## src/hdl/apc_pkg.sv

```systemverilog
// shared types and constants for the alarm panel controller
package apc_pkg;

	// panel modes
	typedef enum logic [2:0] {
		MODE_DISARMED   = 3'd0,
		MODE_ARMED_HOME = 3'd1,
		MODE_ARMED_AWAY = 3'd2,
		MODE_PENDING    = 3'd3,
		MODE_TRIGGERED  = 3'd4,
		MODE_ARMING     = 3'd5
	} mode_t;

	// item kinds
	localparam logic KIND_TICK    = 1'b0;
	localparam logic KIND_COMMAND = 1'b1;

	// command codes
	localparam logic [1:0] CMD_DISARM   = 2'd0;
	localparam logic [1:0] CMD_ARM_HOME = 2'd1;
	localparam logic [1:0] CMD_ARM_AWAY = 2'd2;
	localparam logic [1:0] CMD_IGNORED  = 2'd3;

	// configuration register indexes
	localparam logic [1:0] REG_ENTRY_DELAY = 2'd0;
	localparam logic [1:0] REG_EXIT_DELAY  = 2'd1;
	localparam logic [1:0] REG_TICK_MS     = 2'd2;
	localparam logic [1:0] REG_SIREN_LOW   = 2'd3;

	// configuration reset values
	localparam logic [31:0] ENTRY_DELAY_RST = 32'd30000;
	localparam logic [31:0] EXIT_DELAY_RST  = 32'd30000;
	localparam logic [15:0] TICK_MS_RST     = 16'd100;

	// timer saturation value
	localparam logic [31:0] TIMER_MAX = 32'hFFFF_FFFF;

	// input transaction
	typedef struct packed {
		logic       kind;
		logic [1:0] command;
		logic       door_sense;
		logic       motion_seen;
	} req_t;

	// result transaction
	typedef struct packed {
		logic [2:0] alarm_mode;
		logic       mode_report;
		logic       siren_level;
		logic       door_report;
		logic       motion_report;
		logic       door_level;
		logic       motion_level;
	} rsp_t;

	// configuration registers as seen by the core
	typedef struct packed {
		logic [31:0] entry_wait_ms;
		logic [31:0] exit_wait_ms;
		logic [15:0] tick_ms;
		logic        siren_invert;
	} cfg_t;

endpackage

```

## src/hdl/alarm_panel_controller.sv

```systemverilog
// alarm panel controller top level: config registers, stages and result register
//
// channel  direction  handshake              payload
// req      in         req_valid / req_stall  apc_pkg::req_t req
// rsp      out        rsp_valid / rsp_stall  apc_pkg::rsp_t rsp
// cfg      in         cfg_we                 cfg_index, cfg_data
//
// one transaction per cycle sustained while the result is not stalled; a result
// is offered once its request has passed the input register, then the result register.
// the mode update, the saturating timer add and the delay compares sit
// between those two registers.
// reset clears mode, timer and sensor history; config registers take reset values.
// a stalled result holds back the input register; at most one more request
// is taken while the result waits, then req_stall rises.
module alarm_panel_controller (
	input  logic          clk,
	input  logic          arst_n,
	input  logic          req_valid,
	output logic          req_stall,
	input  apc_pkg::req_t req,
	output logic          rsp_valid,
	input  logic          rsp_stall,
	output apc_pkg::rsp_t rsp,
	input  logic          cfg_we,
	input  logic [1:0]    cfg_index,
	input  logic [31:0]   cfg_data
);
	import apc_pkg::*;

	cfg_t cfg_q;
	logic advance, fire, valid_s1, rsp_valid_q;
	req_t item_s1;
	rsp_t result, rsp_q;

	// configuration writes
	always_ff @(posedge clk or negedge arst_n) begin
		if (!arst_n) begin
			cfg_q.entry_wait_ms <= ENTRY_DELAY_RST;
			cfg_q.exit_wait_ms  <= EXIT_DELAY_RST;
			cfg_q.tick_ms       <= TICK_MS_RST;
			cfg_q.siren_invert  <= 1'b0;
		end else if (cfg_we) begin
			case (cfg_index)
				REG_ENTRY_DELAY: cfg_q.entry_wait_ms <= cfg_data;
				REG_EXIT_DELAY:  cfg_q.exit_wait_ms  <= cfg_data;
				REG_TICK_MS:     cfg_q.tick_ms       <= cfg_data[15:0];
				REG_SIREN_LOW:   cfg_q.siren_invert  <= cfg_data[0];
				default: begin
				end
			endcase
		end
	end

	// the result register can take a new transaction
	assign advance = !rsp_valid_q || !rsp_stall;
	assign fire    = valid_s1 && advance;

	apc_in_stage u_in_stage (
		.clk       (clk),
		.arst_n    (arst_n),
		.req_valid (req_valid),
		.req_stall (req_stall),
		.req       (req),
		.advance   (advance),
		.valid_s1  (valid_s1),
		.item_s1   (item_s1)
	);

	apc_core u_core (
		.clk    (clk),
		.arst_n (arst_n),
		.fire   (fire),
		.item   (item_s1),
		.cfg    (cfg_q),
		.result (result)
	);

	// result register
	always_ff @(posedge clk or negedge arst_n) begin
		if (!arst_n) begin
			rsp_valid_q <= 1'b0;
		end else if (advance) begin
			rsp_valid_q <= valid_s1;
		end
	end

	always_ff @(posedge clk) begin
		if (fire) begin
			rsp_q <= result;
		end
	end

	assign rsp_valid = rsp_valid_q;
	assign rsp       = rsp_q;

	// siren level follows the mode and the polarity setting
	a_siren: assert property (@(posedge clk) disable iff (!arst_n)
		fire |=> rsp.siren_level ==
			((rsp.alarm_mode == MODE_TRIGGERED) ^ cfg_q.siren_invert))
		else $error("siren level does not match mode");

	// a command never reports sensor changes
	a_cmd_no_sensor: assert property (@(posedge clk) disable iff (!arst_n)
		fire && item_s1.kind == KIND_COMMAND |=> !rsp.door_report && !rsp.motion_report)
		else $error("sensor report on command transaction");

	// an unrecognized command causes no transition
	a_ignored_cmd: assert property (@(posedge clk) disable iff (!arst_n)
		fire && item_s1.kind == KIND_COMMAND && item_s1.command == CMD_IGNORED
		|=> !rsp.mode_report)
		else $error("ignored command reported a transition");

	// a held input transaction is not lost while the output is stalled
	a_hold_s1: assert property (@(posedge clk) disable iff (!arst_n)
		valid_s1 && !advance |=> valid_s1)
		else $error("input stage dropped a transaction");

endmodule

```

## src/hdl/apc_in_stage.sv

```systemverilog
// input register stage with stall toward the requester
module apc_in_stage (
	input  logic          clk,
	input  logic          arst_n,
	input  logic          req_valid,
	output logic          req_stall,
	input  apc_pkg::req_t req,
	input  logic          advance,
	output logic          valid_s1,
	output apc_pkg::req_t item_s1
);
	import apc_pkg::*;

	logic take;

	// stall only while the held item cannot move on
	assign req_stall = valid_s1 && !advance;
	assign take      = req_valid && !req_stall;

	// valid flag
	always_ff @(posedge clk or negedge arst_n) begin
		if (!arst_n) begin
			valid_s1 <= 1'b0;
		end else if (take) begin
			valid_s1 <= 1'b1;
		end else if (advance) begin
			valid_s1 <= 1'b0;
		end
	end

	// payload
	always_ff @(posedge clk) begin
		if (take) begin
			item_s1 <= req;
		end
	end

endmodule

```

## src/hdl/apc_core.sv

```systemverilog
// mode state machine, phase timer and sensor change detection
module apc_core (
	input  logic          clk,
	input  logic          arst_n,
	input  logic          fire,
	input  apc_pkg::req_t item,
	input  apc_pkg::cfg_t cfg,
	output apc_pkg::rsp_t result
);
	import apc_pkg::*;

	mode_t       mode_q, mode_d;
	mode_t       goal_q, goal_d;
	logic [31:0] elapsed_q, elapsed_d;
	logic        door_seen_q, door_lvl_q, motion_seen_q, motion_lvl_q;
	logic        door_chg, motion_chg;
	logic        moved;
	logic [32:0] sum;
	logic [31:0] timer;
	logic        is_tick;

	assign is_tick = (item.kind == KIND_TICK);

	// saturating timer advance
	assign sum   = {1'b0, elapsed_q} + {17'd0, cfg.tick_ms};
	assign timer = sum[32] ? TIMER_MAX : sum[31:0];

	// sensor change detection, first sample always counts
	assign door_chg   = is_tick && (!door_seen_q || (door_lvl_q != item.door_sense));
	assign motion_chg = is_tick && (!motion_seen_q || (motion_lvl_q != item.motion_seen));

	// next state
	always_comb begin
		mode_d = mode_q;
		goal_d = goal_q;
		moved  = 1'b0;
		elapsed_d = elapsed_q;
		if (!is_tick) begin
			case (item.command)
				CMD_DISARM: begin
					mode_d = MODE_DISARMED;
					moved  = 1'b1;
				end
				CMD_ARM_HOME: begin
					goal_d = MODE_ARMED_HOME;
					mode_d = MODE_ARMED_HOME;
					moved  = 1'b1;
				end
				CMD_ARM_AWAY: begin
					goal_d = MODE_ARMED_AWAY;
					mode_d = MODE_ARMING;
					moved  = 1'b1;
				end
				default: begin
				end
			endcase
		end else begin
			elapsed_d = timer;
			case (mode_q)
				MODE_ARMING: begin
					if (timer >= cfg.exit_wait_ms) begin
						mode_d = goal_q;
						moved  = 1'b1;
					end
				end
				MODE_ARMED_AWAY: begin
					if (item.door_sense || item.motion_seen) begin
						goal_d = MODE_ARMED_AWAY;
						mode_d = MODE_PENDING;
						moved  = 1'b1;
					end
				end
				MODE_ARMED_HOME: begin
					if (item.door_sense) begin
						goal_d = MODE_ARMED_HOME;
						mode_d = MODE_PENDING;
						moved  = 1'b1;
					end
				end
				MODE_PENDING: begin
					if (timer >= cfg.entry_wait_ms) begin
						mode_d = MODE_TRIGGERED;
						moved  = 1'b1;
					end
				end
				default: begin
				end
			endcase
		end
		// every transition restarts the phase timer
		if (moved) begin
			elapsed_d = '0;
		end
	end

	// result fields
	always_comb begin
		result.alarm_mode    = mode_d;
		result.mode_report   = moved;
		result.siren_level   = (mode_d == MODE_TRIGGERED) ^ cfg.siren_invert;
		result.door_report   = door_chg;
		result.motion_report = motion_chg;
		result.door_level    = is_tick ? item.door_sense : door_lvl_q;
		result.motion_level  = is_tick ? item.motion_seen : motion_lvl_q;
	end

	// state registers
	always_ff @(posedge clk or negedge arst_n) begin
		if (!arst_n) begin
			mode_q        <= MODE_DISARMED;
			goal_q        <= MODE_DISARMED;
			elapsed_q     <= '0;
			door_seen_q   <= 1'b0;
			door_lvl_q    <= 1'b0;
			motion_seen_q <= 1'b0;
			motion_lvl_q  <= 1'b0;
		end else if (fire) begin
			mode_q    <= mode_d;
			goal_q    <= goal_d;
			elapsed_q <= elapsed_d;
			if (is_tick) begin
				door_seen_q   <= 1'b1;
				door_lvl_q    <= item.door_sense;
				motion_seen_q <= 1'b1;
				motion_lvl_q  <= item.motion_seen;
			end
		end
	end

endmodule

```

## config.mk

```make
export PLATFORM = sky130hd
export DESIGN_NAME = alarm_panel_controller
export DESIGN_NICKNAME = d
export VERILOG_FILES = /design/src/hdl/apc_pkg.sv /design/src/hdl/alarm_panel_controller.sv /design/src/hdl/apc_in_stage.sv /design/src/hdl/apc_core.sv
export SDC_FILE = /design/constraint.sdc
export NUM_CORES = 1
export LEC_CHECK = 0
export BUFFER_PORTS_ARGS = -buffer_cell sky130_fd_sc_hd__buf_2
export CAP_MARGIN = 20
export CORE_MARGIN = 2
export CORE_UTILIZATION = 48
export CTS_BUF_LIST = sky130_fd_sc_hd__clkbuf_16
export DETAILED_ROUTE_END_ITERATION = 6
export GPL_TIMING_DRIVEN = 0
export PLACE_DENSITY = 0.66
export SLEW_MARGIN = 5
export SYNTH_ARGS = -nofsm -noshare
export SYNTH_HDL_FRONTEND = slang
export SYNTH_SLANG_ARGS = --single-unit
export TNS_END_PERCENT = 10
```

## constraint.sdc

```tcl
create_clock -name clk -period 8.5 [get_ports clk]
set_input_delay 0.85 -clock clk [delete_from_list [all_inputs] [get_ports clk]]
set_output_delay 0.85 -clock clk [all_outputs]
set_load 0.01 [all_outputs]
```

Word level (Yosys, flattened, before mapping)

Cells that the tools add are included.

Register bits: 138
Input bits: 44
Output and inout port bits: 11
Logic and storage cells: 96

$add $sub $neg: 1
Magnitude comparators: 2
Eq/ne operators: 16
Muxes and demuxes: 26
Bitwise gates (word level): 2
Reductions and logical operators: 26

Operators with widths:

| kind                                                                    | number |
|---|---|
| 32-bit two-way mux                                                      | 3 |
| 32-bit greater-or-equal comparator                                      | 2 |
| 32-bit by 16-bit adder with 33-bit output                               | 1 |
| 3-bit two-way mux                                                       | 8 |
| 3-bit one-hot mux with 2 select lines                                   | 2 |
| 3-bit one-hot mux with 4 select lines                                   | 1 |
| 2-bit AND reduction                                                     | 6 |
| 1-bit two-way mux                                                       | 10 |
| 3-bit one-hot mux with 3 select lines                                   | 1 |
| 2-bit equality test, second input constant                              | 3 |
| 3-bit by 2-bit equality test with 1-bit output, second input constant   | 2 |
| 3-bit equality test, second input constant                              | 2 |
| 1-bit logical AND                                                       | 5 |
| 1-bit zero test                                                         | 5 |
| 5-bit AND reduction                                                     | 1 |
| 2-bit by 1-bit equality test with 1-bit output, second input constant   | 2 |
| 2-bit zero test                                                         | 2 |
| 1-bit logical OR                                                        | 4 |
| 1-bit one-hot mux with 4 select lines                                   | 1 |
| 3-bit by 1-bit equality test with 1-bit output, second input constant   | 1 |
| 3-bit by 1-bit inequality test with 1-bit output, second input constant | 1 |
| 3-bit by 2-bit inequality test with 1-bit output, second input constant | 1 |
| 3-bit inequality test, second input constant                            | 1 |
| 3-bit nonzero test                                                      | 1 |
| other kinds (6)                                                         | 7 |

Logic depth before layout (Yosys ltp)

Depth in word-level cells: 8
Mapped depth: 23
Mapped depth without buffers: 20

Modules after synthesis

Synthesis repeated with hierarchy kept, for this count alone.

Cell total of the unflattened synthesis: 805
Area, all modules: 8,399.3 µm²

By module, submodules not included:

| module                 | instances | cells an instance | area each (µm²) | sequential area each (µm²) |
|---|---|---|---|---|
| apc_core               | 1         | 609               | 4,795.8         | 1,001.0 |
| alarm_panel_controller | 1         | 186               | 3,395.8         | 2,343.5 |
| apc_in_stage           | 1         | 10                | 207.7           | 175.2 |

Worst setup path before layout

Ideal clock, no wire load.

Path type: flip-flop to flip-flop
Start: reg cfg_q[1] (netlist bit)
End: reg u_core.elapsed_q[29]
Library setup time: 0.121 ns
Arrival time: 4.346 ns
Data required time: 8.379 ns
Path slack: 4.033 ns
Stages on the path, launching flop included: 21
Path buffers: 1
Period minus slack after synthesis: 4.467 ns
Cell sequence: dfrtp_1 -> ha_1 -> fa_1 -> a21o_1 -> a21oi_2 -> o21ai_1 -> a221oi_4 -> o31ai_4 -> nand4b_4 -> nand2_1 -> mux2_2 -> ha_1 -> nand4_1 -> nor4_1 -> nand2_1 -> o2111a_2 -> o31ai_4 -> a21oi_2 -> buf_6 -> a21o_1 -> a22o_1

Word-level cells in the longest chain between the ends: 8
Elaborated cells on any way between the ends: 12
Classes of those cells: add/sub (1); order compare (2); eq/ne (1); mux (7); reduce/logical (1)

RTL lines:

| element                                                    | RTL line                       | RTL |
|---|---|---|
| start, declared                                            | alarm_panel_controller.sv:30   | `cfg_t cfg_q;` |
| 32-bit by 16-bit adder with 33-bit output (*)              | apc_core.sv:25                 | `assign sum = {1'b0, elapsed_q} + {17'd0, cfg.tick_ms};` |
| 32-bit two-way mux (*)                                     | apc_core.sv:26                 | `assign timer = sum[32] ? TIMER_MAX : sum[31:0];` |
| 32-bit greater-or-equal comparator (on tied branches)      | apc_core.sv:81, apc_core.sv:61 |  |
| 1-bit two-way mux (on tied branches)                       | apc_core.sv:81, apc_core.sv:61 |  |
| 1-bit one-hot mux with 4 select lines                      | apc_core.sv:59                 | `case (mode_q)` |
| 1-bit two-way mux                                          | apc_core.sv:38                 | `if (!is_tick) begin` |
| 2-bit by 1-bit inequality test with 1-bit output (no line) | --                             |  |
| 2-bit AND reduction (no line)                              | --                             |  |
| end signal, assigned                                       | apc_core.sv:120                | `elapsed_q <= elapsed_d;` |
| end, declared                                              | apc_core.sv:14                 | `logic [31:0] elapsed_q, elapsed_d;` |

Mark *: on every way between the ends. The rest lies on a longest branch, timed or not. The select of a mux whose other input is x is not followed.
A chain may end at the register's enable or synchronous reset.

==> results.toml <==
[grt]
grt_util_all_layers_pct = 21.66
global_route_wire_length_before_repair_um = 30860
initial_antenna_violation_count = 0
grt_max_degree = 72
first_global_vias = 6102
grt_remaining_overflow = 0

[final_layout]
fin_nets = 1007
diodes = 0
drive_gt1_share_pct = 19.96
mostFrequentLayoutCell = "sky130_fd_sc_hd__dfrtp_1"
finished_core_util_pct = 55.89
layout_common_cells = "sky130_fd_sc_hd__dfrtp_1 (106), sky130_fd_sc_hd__nand2_1 (92), sky130_fd_sc_hd__ha_1 (83)"
layout-area-overhead-vs-synth_pct = 13.70

[worst_setup_path]
worst_ep_arrival_time_ps = 5570
critical_path_required_ps = 8680
crit_type = "reg -> reg"
reg2regPathDepth = 20
cp_max_fo = 10
critical_path.startpoint_type = "flip-flop"
setup.worst_path.end_class = "flip-flop"

[clock_network]
cts_made_buffers = 17
ctsResizeCount = 0
clock_tree.buffer_depth = 2
cts_tree = "built"
cts.clk_slew.worst_paths_ps = 60
h-tree-depth = 4
holdBufCountCts = 0
clock_root_cell = "sky130_fd_sc_hd__clkbuf_16"
clk_lat_worst_skew_ps = 430
clkSinkCount = 137
cts_setup_buffers = 0

[placed_design]
worst_setup_slack_after_placement_ps = 3153
finalWeightedCongestion = 0.8557
place_hpwl_um = 13450
io_buffer_count = 54

[sta]
min_period_ps = 5395
worst_relative_slew_slack_pct = 48.31
tightestPinTransition_ps = 772.0
worst_slack_ps = 3105
finalSetupViolations = 0
final.setup.tns_ps = 0
clock.fmax_mhz = 185.3
final_max_slew_viol_count = 0
final_min_period_over_clock_period_pct = 63.47
final-hold-violation-count = 0
clock-skew-final_ps = 8.961
grt_setup_unrepaired = "false"

[die]
row_count = 47
core-area_mm2 = 0.01664
dieArea_mm2 = 0.01810
dieWidth_um = 134.5
start_util_pct = 49.15
top_level_ports = 55
fp.dieH_um = 134.5

[routing]
vias = 6076
dr.pass1.iters = 4
wirelength_um = 18320
route.antenna.remaining_nets = 0
detail_route.vias_per_cell = 5.464
wire_per_inst_um = 16.47
remaining_drc_errors = 0
first_iter_violations = 450

[pwr]
share_comb_of_total_power_pct = 42.2
power.sequential.fraction_pct = 32.3
internal_power_uw = 1699
total_power_uw = 2707
p_sw_share_pct = 37.25
total_leakage_power_uw = 0.004521
power_density_mw_per_mm2 = 291.0
net-switching-power_uw = 1008
power.clock.fraction_pct = 25.5
ir_drop_uv = 175.1

[synthesis]
ys_types = 59
yosys.area.top_type = "sky130_fd_sc_hd__dfrtp_1"
postSynthNetCount = 933
postSynthCellCount = 805
synth_enable_flop_cells = 14
ys.flop_type = "sky130_fd_sc_hd__dfrtp_1"
ys_async_sr_fraction_pct = 89.78
ys_seq_area_share_pct = 43.03
syn_area_per_cell_um2 = 10.16
area_fraction_of_the_dominant_cell_type_after_synthesis_pct = 32.43
ys_ff_latch = 137
synth_area_mm2 = 0.008180
synthesis.yosys.warnings = 0
yosys-top-cells-area = "sky130_fd_sc_hd__dfrtp_1 (32%), sky130_fd_sc_hd__ha_1 (13%), sky130_fd_sc_hd__mux2_2 (7.8%), sky130_fd_sc_hd__dfstp_2 (5.5%), sky130_fd_sc_hd__edfxtp_1 (5.1%)"

[run]
max_cap_viol_count = 0

[run_status]
outcome = "completed"

[hold_path]
hold_class = "in -> async"
==> per-layer routing <==
layer / share of wire, % / track usage (%) / vias up
li1: - / - / 3024
met1: 47 / 29.48 / 2934
met2: 48 / 35.23 / 105
met3: 4.7 / 4.917 / 13
met4: 1.0 / 5.497 / 0
met5: 0 / 0 / -
==> critical path: stages, from the launching register on <==
cell and delay [ps]:
sky130_fd_sc_hd__dfrtp_1 390, sky130_fd_sc_hd__ha_1 230, sky130_fd_sc_hd__fa_1 410, sky130_fd_sc_hd__a21o_1 210, sky130_fd_sc_hd__a21oi_2 190, sky130_fd_sc_hd__o21ai_1 130
sky130_fd_sc_hd__a221oi_4 430, sky130_fd_sc_hd__o31ai_4 210, sky130_fd_sc_hd__nand4b_4 190, sky130_fd_sc_hd__buf_2 270, sky130_fd_sc_hd__nand2_1 150, sky130_fd_sc_hd__ha_1 330
sky130_fd_sc_hd__a211oi_2 230, sky130_fd_sc_hd__nor2_1 90, sky130_fd_sc_hd__a211o_1 270, sky130_fd_sc_hd__a311oi_1 430, sky130_fd_sc_hd__o2111a_2 330, sky130_fd_sc_hd__o21ai_0 140
sky130_fd_sc_hd__o22ai_1 270, sky130_fd_sc_hd__nand4b_1 170, sky130_fd_sc_hd__xnor2_1 70
==> power by group through the flow <==
stage          clock [uW]  sequential, uW  combinational, uW
2_1_floorplan           0             868                869
4_1_cts               696             876               1150
5_1_grt               722             892               1310
3_5_place_dp            0             886               1140
6_report              690             875               1140
3_3_place_gp            0             881               1120
==> cells in the mapped netlist, types with 3 or more instances <==
master and instances:
sky130_fd_sc_hd__nand4_1 12, sky130_fd_sc_hd__edfxtp_1 14, sky130_fd_sc_hd__nand3_1 18, sky130_fd_sc_hd__o21bai_1 6
sky130_fd_sc_hd__mux2_2 57, sky130_fd_sc_hd__a2bb2oi_1 3, sky130_fd_sc_hd__o21a_1 5, sky130_fd_sc_hd__buf_6 4
sky130_fd_sc_hd__inv_1 76, sky130_fd_sc_hd__a21oi_2 3, sky130_fd_sc_hd__ha_1 83, sky130_fd_sc_hd__buf_2 5
sky130_fd_sc_hd__nand2_1 92, sky130_fd_sc_hd__nand2b_1 10, sky130_fd_sc_hd__a21oi_1 40, sky130_fd_sc_hd__a211oi_1 3
sky130_fd_sc_hd__a31oi_1 5, sky130_fd_sc_hd__nor2_1 24, sky130_fd_sc_hd__xnor2_1 13, sky130_fd_sc_hd__o21ai_1 8
sky130_fd_sc_hd__o21ai_0 57, sky130_fd_sc_hd__dfrtp_1 106, sky130_fd_sc_hd__nor3_1 9, sky130_fd_sc_hd__a22o_1 27
sky130_fd_sc_hd__and3_1 9, sky130_fd_sc_hd__dfstp_2 17, sky130_fd_sc_hd__and2_1 3, sky130_fd_sc_hd__o31ai_1 5
sky130_fd_sc_hd__o22ai_1 3, sky130_fd_sc_hd__clkbuf_1 16, sky130_fd_sc_hd__nor2b_1 4, sky130_fd_sc_hd__a21o_1 21
sky130_fd_sc_hd__xor2_1 12
==> final timing paths <==
check	startpoint	end	slack (ps)
min in group clk	u_core.elapsed_q[0]	u_core.elapsed_q[0]	480
hold / removal	arst_n	cfg_q[13]	370
setup reg to reg	cfg_q[1]	rsp[4]	3100
max in group asynchronous	arst_n	cfg_q[21]	7390
hold reg to reg	u_core.elapsed_q[0]	u_core.elapsed_q[0]	480
setup / recovery	cfg_q[1]	rsp[4]	3100
==> registers in the layout (all words and copies together) (netlist names) <==
signal / cells
u_in_stage.valid_s1: 1
u_core.door_lvl_q: 1
u_core.mode_q: 3
u_core.goal_q: 2
u_in_stage.item_s1: 5
u_core.door_seen_q: 1
u_core.motion_lvl_q: 1
cfg_q: 81
u_core.elapsed_q: 32
rsp: 9
rsp_valid: 1
==> final cells by class <==
cell class              count  area (um^2)
flip-flops and latches    137         3520
multi-input cells         565         4243
fillers                  1488         7341
repair buffers             55        304.0
clock buffers              17        425.4
clock inverters            15        111.4
inverters                  77        289.0
plain buffers              26        133.9
well taps                 220        275.3
==> per-stage QoR <==
stage,cells,hold slack (ps),area [um^2]
finish,1112,374.4,9301
global route,1112,405.8,9301
CTS,1112,392.1,9301
detailed placement,1080,475.3,8765
global placement,1079,466.2,8726
floorplan,805,449.7,8180
==> cells by family (layout without fill, tap and decap cells) <==
logic type	Yosys count	count (layout)	share of synthesized area (%)
xor+xnor	25	25	2.677
simple gates	191	191	11.01
compound gates	208	208	17.33
flops	137	137	43.03
buf+inv	103	190	5.170
fa+ha+maj	84	84	12.94
mux	57	57	7.846
Note: power is estimated with default switching activity, not from simulation.
